--- src/sv/camera_frame_crop_and_marker_scan_top_defines.svh ---
// Assertion helpers shared by the RTL of the camera crop and marker scan block.
`ifndef CAMERA_FRAME_CROP_AND_MARKER_SCAN_TOP_DEFINES_SVH
`define CAMERA_FRAME_CROP_AND_MARKER_SCAN_TOP_DEFINES_SVH

// Implication checked on every rising clock edge outside reset.
`define CFCMS_ASSERT_IMP(label, ante, cons, msg) \
  label: assert property (@(posedge clk) disable iff (!rst_n) (ante) |-> (cons)) \
    else $error(msg);

// Implication whose consequent is checked in the following cycle.
`define CFCMS_ASSERT_NEXT(label, ante, cons, msg) \
  label: assert property (@(posedge clk) disable iff (!rst_n) (ante) |=> (cons)) \
    else $error(msg);

`endif

--- src/sv/cfcms_pkg.sv ---
package cfcms_pkg;

  localparam int MAX_ROW_BYTES = 1024;
  localparam int MAX_ROWS      = 256;

  localparam int POS_W = $clog2(MAX_ROW_BYTES);    // byte position in a row
  localparam int RB_W  = POS_W + 1;                // row length, holds MAX_ROW_BYTES
  localparam int RC_W  = $clog2(MAX_ROWS) + 1;     // row counter, holds MAX_ROWS

  localparam int CFG_ADDR_W = 5;
  localparam int CFG_DATA_W = 32;

  localparam logic [7:0] MARKER_PREFIX = 8'hFF;
  localparam logic [7:0] MARKER_SOI    = 8'hD8;
  localparam logic [7:0] MARKER_EOI    = 8'hD9;

  localparam logic [10:0] ROW_BYTES_RST  = 11'd640;
  localparam logic [8:0]  CROP_BYTES_RST = 9'd96;
  localparam logic [6:0]  CROP_ROWS_RST  = 7'd8;
  localparam logic [7:0]  TOTAL_ROWS_RST = 8'd240;

  typedef enum logic [1:0] {
    KIND_JPEG_DATA  = 2'd0,
    KIND_JPEG_START = 2'd1,
    KIND_FRAME_END  = 2'd2,
    KIND_PIXEL      = 2'd3
  } kind_t;

  typedef enum logic [2:0] {
    REG_CAPTURE_FORMAT = 3'd0,
    REG_ROW_BYTES      = 3'd1,
    REG_CROP_BYTES     = 3'd2,
    REG_CROP_ROWS      = 3'd3,
    REG_TOTAL_ROWS     = 3'd4
  } reg_idx_t;

  typedef struct packed {
    kind_t       kind;
    logic [7:0]  out_byte;
    logic [7:0]  red;
    logic [7:0]  green;
    logic [7:0]  blue;
    logic [7:0]  pixel_row;
    logic [8:0]  pixel_col;
    logic        row_last;
  } result_t;

endpackage

--- src/sv/camera_frame_crop_and_marker_scan_top.sv ---
// Camera frame crop and marker scan.
// The input takes one camera FIFO word per cycle unless stalled (in_fifo_byte, with
// in_frame_start marking the first byte of a frame, which clears all scan state).
// In raw mode the bytes are cut into rows, cropped at the edges and paired into
// RGB565 pixels that leave on the output channel with their cropped row and column;
// in JPEG mode the block looks for the start marker, forwards the image bytes and
// stops at the end marker. A byte gives at most one output word.
// Throughput is one byte per cycle while in_stall is low: every byte is decoded in
// the cycle it is accepted and its result is registered into the output register,
// or into the skid register when a stalled output word holds the output register.
// The output side has a two-entry buffer (output register plus skid register);
// in_stall is a registered flag that rises only when both entries are full, so a
// stalled receiver costs no bytes and the input keeps flowing while one word waits.
// Reset (rst_n low at a clock edge) empties the buffer, clears the scan state and
// returns the configuration registers to their defaults. The user must write the
// configuration via the APB-style cfg_ port while no byte is in flight (unchecked).
module camera_frame_crop_and_marker_scan_top (
  input  logic                              clk,
  input  logic                              rst_n,
  input  logic                              in_valid,
  output logic                              in_stall,
  input  logic [7:0]                        in_fifo_byte,
  input  logic                              in_frame_start,
  output logic                              out_valid,
  input  logic                              out_stall,
  output logic [1:0]                        out_kind,
  output logic [7:0]                        out_byte,
  output logic [7:0]                        out_red,
  output logic [7:0]                        out_green,
  output logic [7:0]                        out_blue,
  output logic [7:0]                        out_pixel_row,
  output logic [8:0]                        out_pixel_col,
  output logic                              out_row_last,
  input  logic                              cfg_psel,
  input  logic                              cfg_penable,
  input  logic                              cfg_pwrite,
  input  logic [cfcms_pkg::CFG_ADDR_W-1:0]  cfg_paddr,
  input  logic [cfcms_pkg::CFG_DATA_W-1:0]  cfg_pwdata,
  output logic [cfcms_pkg::CFG_DATA_W-1:0]  cfg_prdata,
  output logic                              cfg_pready
);
  import cfcms_pkg::*;

  `include "camera_frame_crop_and_marker_scan_top_defines.svh"

  // Configuration registers.
  logic        capture_format_r;
  logic [10:0] row_bytes_r;
  logic [8:0]  crop_bytes_r;
  logic [6:0]  crop_rows_r;
  logic [7:0]  total_rows_r;

  // Scan state.
  logic [7:0]      previous_byte_r, previous_byte_nxt;
  logic [7:0]      high_byte_hold_r, high_byte_hold_nxt;
  logic            in_image_r, in_image_nxt;
  logic            frame_done_r, frame_done_nxt;
  logic [RC_W-1:0] row_count_r, row_count_nxt;
  logic [POS_W-1:0] byte_in_row_r, byte_in_row_nxt;

  // Output buffer.
  result_t out_r, out_nxt;
  result_t skid_r, skid_nxt;
  logic    out_valid_r, out_valid_nxt;
  logic    skid_valid_r, skid_valid_nxt;

  logic    cfg_wr;
  logic    in_acc;
  logic    res_valid;
  result_t res;

  // State as seen by the current byte: a frame start clears it first.
  logic [7:0]       cur_prev, cur_hold;
  logic             cur_in_image, cur_done;
  logic [RC_W-1:0]  cur_rc, rc_inc;
  logic [POS_W-1:0] cur_bir, pos;

  logic [RB_W-1:0]  rb, row_end;
  logic [POS_W-1:0] off;
  logic [RC_W-1:0]  crop_rows_ext;
  logic [RC_W:0]    rows_sum;
  logic [RC_W-1:0]  row_rel;
  logic [15:0]      px;

  assign cfg_pready = 1'b1;
  assign cfg_wr     = cfg_psel && cfg_penable && cfg_pwrite && cfg_pready;

  always_comb begin
    cfg_prdata = '0;
    unique case (cfg_paddr[4:2])
      REG_CAPTURE_FORMAT: cfg_prdata = {{(CFG_DATA_W-1){1'b0}}, capture_format_r};
      REG_ROW_BYTES:      cfg_prdata = {{(CFG_DATA_W-11){1'b0}}, row_bytes_r};
      REG_CROP_BYTES:     cfg_prdata = {{(CFG_DATA_W-9){1'b0}}, crop_bytes_r};
      REG_CROP_ROWS:      cfg_prdata = {{(CFG_DATA_W-7){1'b0}}, crop_rows_r};
      REG_TOTAL_ROWS:     cfg_prdata = {{(CFG_DATA_W-8){1'b0}}, total_rows_r};
      default:            cfg_prdata = '0;
    endcase
  end

  always_ff @(posedge clk) begin
    if (!rst_n) begin
      capture_format_r <= 1'b0;
      row_bytes_r      <= ROW_BYTES_RST;
      crop_bytes_r     <= CROP_BYTES_RST;
      crop_rows_r      <= CROP_ROWS_RST;
      total_rows_r     <= TOTAL_ROWS_RST;
    end else if (cfg_wr) begin
      unique case (cfg_paddr[4:2])
        REG_CAPTURE_FORMAT: capture_format_r <= cfg_pwdata[0];
        REG_ROW_BYTES:      row_bytes_r      <= cfg_pwdata[10:0];
        REG_CROP_BYTES:     crop_bytes_r     <= cfg_pwdata[8:0];
        REG_CROP_ROWS:      crop_rows_r      <= cfg_pwdata[6:0];
        REG_TOTAL_ROWS:     total_rows_r     <= cfg_pwdata[7:0];
        default: ;
      endcase
    end
  end

  assign in_stall = skid_valid_r;
  assign in_acc   = in_valid && !in_stall;

  assign cur_prev     = in_frame_start ? 8'd0 : previous_byte_r;
  assign cur_hold     = in_frame_start ? 8'd0 : high_byte_hold_r;
  assign cur_in_image = in_frame_start ? 1'b0 : in_image_r;
  assign cur_done     = in_frame_start ? 1'b0 : frame_done_r;
  assign cur_rc       = in_frame_start ? '0 : row_count_r;
  assign cur_bir      = in_frame_start ? '0 : byte_in_row_r;

  // Row length clamped to the supported range.
  always_comb begin
    if (row_bytes_r < RB_W'(2)) begin
      rb = RB_W'(2);
    end else if (row_bytes_r > RB_W'(MAX_ROW_BYTES)) begin
      rb = RB_W'(MAX_ROW_BYTES);
    end else begin
      rb = row_bytes_r;
    end
  end

  // A position left over from a longer row starts a new row.
  assign pos     = ({1'b0, cur_bir} >= rb) ? '0 : cur_bir;
  assign rc_inc  = (pos == '0 && cur_rc < RC_W'(MAX_ROWS)) ? cur_rc + 1'b1 : cur_rc;
  assign crop_rows_ext = RC_W'(crop_rows_r);
  assign rows_sum = {1'b0, rc_inc} + {1'b0, crop_rows_ext};
  assign row_end  = rb - RB_W'(crop_bytes_r);
  assign off      = pos - POS_W'(crop_bytes_r);
  assign row_rel  = rc_inc - crop_rows_ext - 1'b1;
  assign px       = {cur_hold, in_fifo_byte};

  always_comb begin
    previous_byte_nxt  = in_fifo_byte;
    high_byte_hold_nxt = cur_hold;
    in_image_nxt       = cur_in_image;
    frame_done_nxt     = cur_done;
    row_count_nxt      = cur_rc;
    byte_in_row_nxt    = cur_bir;
    res_valid          = 1'b0;
    res                = '0;
    res.kind           = KIND_JPEG_DATA;

    if (cur_done) begin
      res_valid = 1'b0;
    end else if (capture_format_r) begin
      if (cur_prev == MARKER_PREFIX && in_fifo_byte == MARKER_EOI) begin
        frame_done_nxt = 1'b1;
        res_valid      = 1'b1;
        res.kind       = KIND_FRAME_END;
        res.out_byte   = MARKER_EOI;
      end else if (cur_in_image) begin
        res_valid    = 1'b1;
        res.kind     = KIND_JPEG_DATA;
        res.out_byte = in_fifo_byte;
      end else if (cur_prev == MARKER_PREFIX && in_fifo_byte == MARKER_SOI) begin
        in_image_nxt = 1'b1;
        res_valid    = 1'b1;
        res.kind     = KIND_JPEG_START;
        res.out_byte = MARKER_SOI;
      end
    end else begin
      row_count_nxt   = rc_inc;
      byte_in_row_nxt = ({1'b0, pos} + RB_W'(1) >= rb) ? '0 : pos + 1'b1;
      if (rc_inc <= crop_rows_ext) begin
        res_valid = 1'b0;
      end else if (rows_sum > (RC_W+1)'(total_rows_r)) begin
        frame_done_nxt = 1'b1;
        res_valid      = 1'b1;
        res.kind       = KIND_FRAME_END;
      end else if ({1'b0, crop_bytes_r, 1'b0} >= rb) begin
        // Side crop covers the whole row: rows are counted, nothing is kept.
        res_valid = 1'b0;
      end else if ({1'b0, pos} >= RB_W'(crop_bytes_r) && {1'b0, pos} < row_end) begin
        if (!off[0]) begin
          high_byte_hold_nxt = in_fifo_byte;
        end else begin
          res_valid     = 1'b1;
          res.kind      = KIND_PIXEL;
          res.red       = {px[15:11], 3'b000};
          res.green     = {px[10:5], 2'b00};
          res.blue      = {px[4:0], 3'b000};
          res.pixel_row = row_rel[7:0];
          res.pixel_col = off[POS_W-1:1];
          res.row_last  = ({1'b0, pos} + RB_W'(2) >= row_end);
        end
      end
    end
  end

  // Two-entry output buffer: the skid entry drains first when the output frees up.
  always_comb begin
    out_nxt        = out_r;
    skid_nxt       = skid_r;
    out_valid_nxt  = out_valid_r;
    skid_valid_nxt = skid_valid_r;
    if (!out_valid_r || !out_stall) begin
      if (skid_valid_r) begin
        out_nxt        = skid_r;
        out_valid_nxt  = 1'b1;
        skid_valid_nxt = 1'b0;
      end else begin
        out_nxt       = res;
        out_valid_nxt = in_acc && res_valid;
      end
    end else if (in_acc && res_valid) begin
      skid_nxt       = res;
      skid_valid_nxt = 1'b1;
    end
  end

  always_ff @(posedge clk) begin
    if (!rst_n) begin
      previous_byte_r  <= '0;
      high_byte_hold_r <= '0;
      in_image_r       <= 1'b0;
      frame_done_r     <= 1'b0;
      row_count_r      <= '0;
      byte_in_row_r    <= '0;
      out_valid_r      <= 1'b0;
      skid_valid_r     <= 1'b0;
    end else begin
      if (in_acc) begin
        previous_byte_r  <= previous_byte_nxt;
        high_byte_hold_r <= high_byte_hold_nxt;
        in_image_r       <= in_image_nxt;
        frame_done_r     <= frame_done_nxt;
        row_count_r      <= row_count_nxt;
        byte_in_row_r    <= byte_in_row_nxt;
      end
      out_valid_r  <= out_valid_nxt;
      skid_valid_r <= skid_valid_nxt;
    end
    out_r  <= out_nxt;
    skid_r <= skid_nxt;
  end

  assign out_valid     = out_valid_r;
  assign out_kind      = out_r.kind;
  assign out_byte      = out_r.out_byte;
  assign out_red       = out_r.red;
  assign out_green     = out_r.green;
  assign out_blue      = out_r.blue;
  assign out_pixel_row = out_r.pixel_row;
  assign out_pixel_col = out_r.pixel_col;
  assign out_row_last  = out_r.row_last;

  `CFCMS_ASSERT_IMP(a_skid_behind_out, skid_valid_r, out_valid_r,
    "skid entry holds a word while the output register is empty")
  `CFCMS_ASSERT_IMP(a_skid_fill_on_stall, $rose(skid_valid_r), $past(out_valid_r && out_stall),
    "skid entry filled without a stalled output word")
  `CFCMS_ASSERT_IMP(a_done_is_silent, in_acc && frame_done_r && !in_frame_start, !res_valid,
    "result produced after the frame ended")
  `CFCMS_ASSERT_NEXT(a_jpeg_no_row_count, in_acc && capture_format_r && !in_frame_start,
    row_count_r == $past(row_count_r),
    "row counter moved on a JPEG mode byte")

endmodule

--- config.mk ---
export PLATFORM = sky130hd
export DESIGN_NAME = camera_frame_crop_and_marker_scan_top
export DESIGN_NICKNAME = d
export VERILOG_FILES = /design/src/sv/cfcms_pkg.sv /design/src/sv/camera_frame_crop_and_marker_scan_top.sv
export VERILOG_INCLUDE_DIRS = /design/src /design/src/sv
export SDC_FILE = /design/constraint.sdc
export NUM_CORES = 1
export LEC_CHECK = 0
export BUFFER_PORTS_ARGS = -buffer_cell sky130_fd_sc_hd__buf_2
export CORE_UTILIZATION = 55
export CTS_CLUSTER_DIAMETER = 50
export DETAILED_ROUTE_END_ITERATION = 10
export PLACE_DENSITY_LB_ADDON = 0.1
export SYNTH_ARGS = -nofsm -noshare
export SYNTH_HDL_FRONTEND = slang
export SYNTH_SLANG_ARGS = --single-unit
--- constraint.sdc ---
create_clock -name clk -period 24.3 [get_ports clk]
set_input_delay 4.86 -clock clk [delete_from_list [all_inputs] [get_ports clk]]
set_output_delay 4.86 -clock clk [all_outputs]
set_load 0.05 [all_outputs]
==> results_dict.tcl <==
set metrics [dict create \
    fin_skew_ns 0.0123 \
    synth_top_family_by_area "compound AO/OA/AOI/OAI gates" \
    first_global_vias 7702 \
    muxShareOfSynthArea_pct 3.29 \
    power_leakage_nw 5.18 \
    setup_violations 0 \
    critPathRequiredTime_ns 24.54 \
    grt_pass1_wl_mm 40.5 \
    worst_ir_drop_vdd_mv 0.0481 \
    min_period_ns 12.23 \
    worstSkewPairLatency_ns 0.44 \
    yosys_warnings 0 \
    cts_buffers 17 \
    synthXorXnorAreaFrac_pct 3.63 \
    synth_cells 1148 \
    max_slew_margin_pct 28.8 \
    drive_above_1_share_pct 14.6 \
    drc 0 \
    period_share_pct 50.3 \
    gp_congestion 0.922 \
    syn_area_per_cell_um2 9.25 \
    ys_seq_area_share_pct 39.0 \
    hold_buffers 0 \
    post-cts-setup-buffers 0 \
    die_w_um 141 \
    vias_per_cell 5.67 \
    core_area_mm2 0.0188 \
    drtPass1Iterations 5 \
    ios 140 \
    drv_slew 0 \
    syn_area_mm2 0.0106 \
    cts_tree "built" \
    rsz0062_at_grt "no" \
    synth_top_flop_cell "edfxtp_1" \
    slowest_delay_ns 0.57 \
    die_h_um 141 \
    worstMarginPinSlew_ns 1.06 \
    power_density_mw_per_mm2 54.2 \
    ctsResizeCount 0 \
    crit_fanout 54 \
    synth_edf_count 88 \
    die_area_mm2 0.0199 \
    clk_pin_slew_ns 0.07 \
    grt-ovfl-total 0 \
    grtUsageTotal_pct 26.2 \
    postRouteAntennaNets 0 \
    startpoint_type "input pin" \
    yosys.area_share.simple_pct 17.1 \
    diodes 0 \
    vias 8403 \
    async_flop_share_pct 0 \
    totalWireLength_mm 24.9 \
    ys_types 72 \
    area_delta_synth_final_pct 10.5 \
    cp.arrival_ns 12.47 \
    hold_violations 0 \
    fin_setup_tns_ns 0 \
    hp-class "reg2reg" \
    fmax_ghz 0.0818 \
    grt_max_degree 58 \
    fin_nets 1361 \
    row_count 50 \
    drv_cap 0 \
    synth_compound_area_share_pct 18.4 \
    first_iter_violations 601 \
    status "finished, final reports clean" \
    routedWlPerCell_um 16.8 \
    holdWs_ns 0.458 \
    cts-root-buf "clkbuf_16" \
    path_common_cell "ha_1" \
    clkSinkCount 163 \
    start_util_pct 56.4 \
    clockBufferDepth 2 \
    criticalPathCategory "in2reg" \
    place_hpwl_mm 18.6 \
    crit_path_top_delay_cell "a211oi_2" \
    synth-adder-area-share_pct 12.0 \
    antenna_found_initial 0 \
    synth-seq-cells 163 \
    endpoint_kind "flip-flop" \
    port_buffers 86 \
    htree_levels 4 \
]
[cell usage after synthesis (3+ instances only)]
cell	number	area share, %
a2111oi_0	3	0.25
a211o_1	3	0.25
a21o_1	17	1.2
a21oi_1	80	3.8
a221oi_1	4	0.33
a22oi_1	20	1.4
a31oi_1	9	0.53
a32o_1	8	0.75
and2_1	23	1.4
and3_1	5	0.29
and4_1	3	0.25
buf_4	30	2.1
buf_6	3	0.32
clkbuf_1	44	1.6
dfxtp_1	75	14
edfxtp_1	88	25
fa_1	4	0.75
ha_1	95	11
inv_1	69	2.4
mux2_1	8	0.85
mux2_2	13	1.4
mux2i_1	9	0.85
nand2_1	153	5.4
nand2b_1	18	1.1
nand3_1	21	0.99
nand4_1	13	0.77
nor2_1	85	3.0
nor2b_1	22	1.3
nor3_1	17	0.80
nor3b_1	5	0.35
nor4_1	6	0.35
o211ai_1	8	0.57
o21a_1	8	0.57
o21ai_0	38	1.8
o21ai_1	5	0.24
o21bai_1	7	0.50
o22ai_1	7	0.41
o31ai_1	10	0.71
o31ai_2	20	2.4
or2_2	4	0.24
or3_1	6	0.35
xnor2_1	32	2.6
xor2_1	12	0.99
[where the power goes]
part / total, mW / internal, mW / switching [mW]
clock network: 0.285 / 0.165 / 0.120
logic: 0.0598 / 0.0168 / 0.0430
registers: 0.291 / 0.289 / 0.00163
total: 0.636 / 0.471 / 0.165
[final timing paths]
path                                                      start                               to  cells after the start  slack [ns]
worst min-delay path            previous_byte_r[5]$_SDFFE_PN0P_  previous_byte_r[5]$_SDFFE_PN0P_                      2        0.46
worst max register to register      row_bytes_r[4]$_SDFFE_PN0P_       out_pixel_col[1]$_DFFE_PP_                     31       15.99
worst min register to register  previous_byte_r[5]$_SDFFE_PN0P_  previous_byte_r[5]$_SDFFE_PN0P_                      2        0.46
worst max-delay path                             in_frame_start       out_pixel_col[1]$_DFFE_PP_                     29       12.07
[area by class of cell]
| cell class | count | area (um2) |
|---|---|---|
| well taps | 260 | 325 |
| repair buffers | 93 | 483 |
| inverters | 71 | 267 |
| flip-flops and latches | 163 | 4150 |
| multi-input cells | 863 | 5880 |
| clock buffers | 17 | 425 |
| clock inverters | 15 | 195 |
| fillers | 1647 | 7110 |
[per-stage QoR]
stage	total power [mW]	utilization, %	setup slack [ns]	instances	cell area (um2)
global route	0.655	62.3	11.46	1482	11700
finish	0.636	62.3	12.07	1482	11700
floorplan	0.344	-	11.07	1176	10700
CTS	0.639	62.3	12.07	1482	11700
global placement	0.355	59.0	11.61	1450	11100
detailed placement	0.356	59.0	11.64	1450	11100
[state kept, by name, indices dropped and copies added (netlist names), 2 cells and up]
| register | cells |
|---|---|
| byte_in_row_r | 10 |
| crop_bytes_r | 9 |
| crop_rows_r | 7 |
| high_byte_hold_r | 8 |
| out_blue | 5 |
| out_byte | 8 |
| out_green | 6 |
| out_kind | 2 |
| out_pixel_col | 9 |
| out_pixel_row | 8 |
| out_red | 5 |
| previous_byte_r | 8 |
| row_bytes_r | 11 |
| row_count_r | 9 |
| skid_r | 44 |
| total_rows_r | 8 |
[worst max-delay path, delay by kind of cell]
kind                       cells  cell delay (ns)
adders and majority gates      4             1.26
muxes                          1             0.47
buffers and inverters          3             1.04
AOI/OAI and AO/OA             14             3.40
xor gates and xnor gates       1             0.20
and+or+nand+nor                6             1.20
[kinds of logic (layout without fill, tap and decap cells)]
family / count (synthesis) / in the layout
xor+xnor: 44 / 44
buf+inv: 150 / 196
simple gates: 387 / 387
mux: 31 / 31
compound gates: 272 / 272
flops: 163 / 163
fa+ha+maj: 99 / 99
other cells: 2 / 30
[metal layers]
layer	up-vias	routed length [um]	track usage, %	share of wire (%)
li1	4178	-	-	-
met1	3958	12100	37.6	49
met2	239	11100	40.8	45
met3	28	1360	3.91	5.4
met4	0	335	7.55	1.3
met5	-	0	0	0
[cell usage in the layout (no fill, tap or decap), types with 16 or more instances in the layout]
master     netlist  layout
nand2_1        153     152
dfxtp_1         75      74
ha_1            95      95
nand2b_1        18      18
a21o_1          17      17
nor2b_1         22      22
a22oi_1         20      20
and2_1          23      23
clkbuf_16        0      17
buf_2            0      86
nand3_1         21      21
conb_1           2      30
nor3_1          17      16
nor2_1          85      85
a21oi_1         80      80
xnor2_1         32      32
edfxtp_1        88      88
inv_1           69      69
o31ai_2         20      20
o21ai_0         38      38
Note: power is estimated with default switching activity, not from simulation.
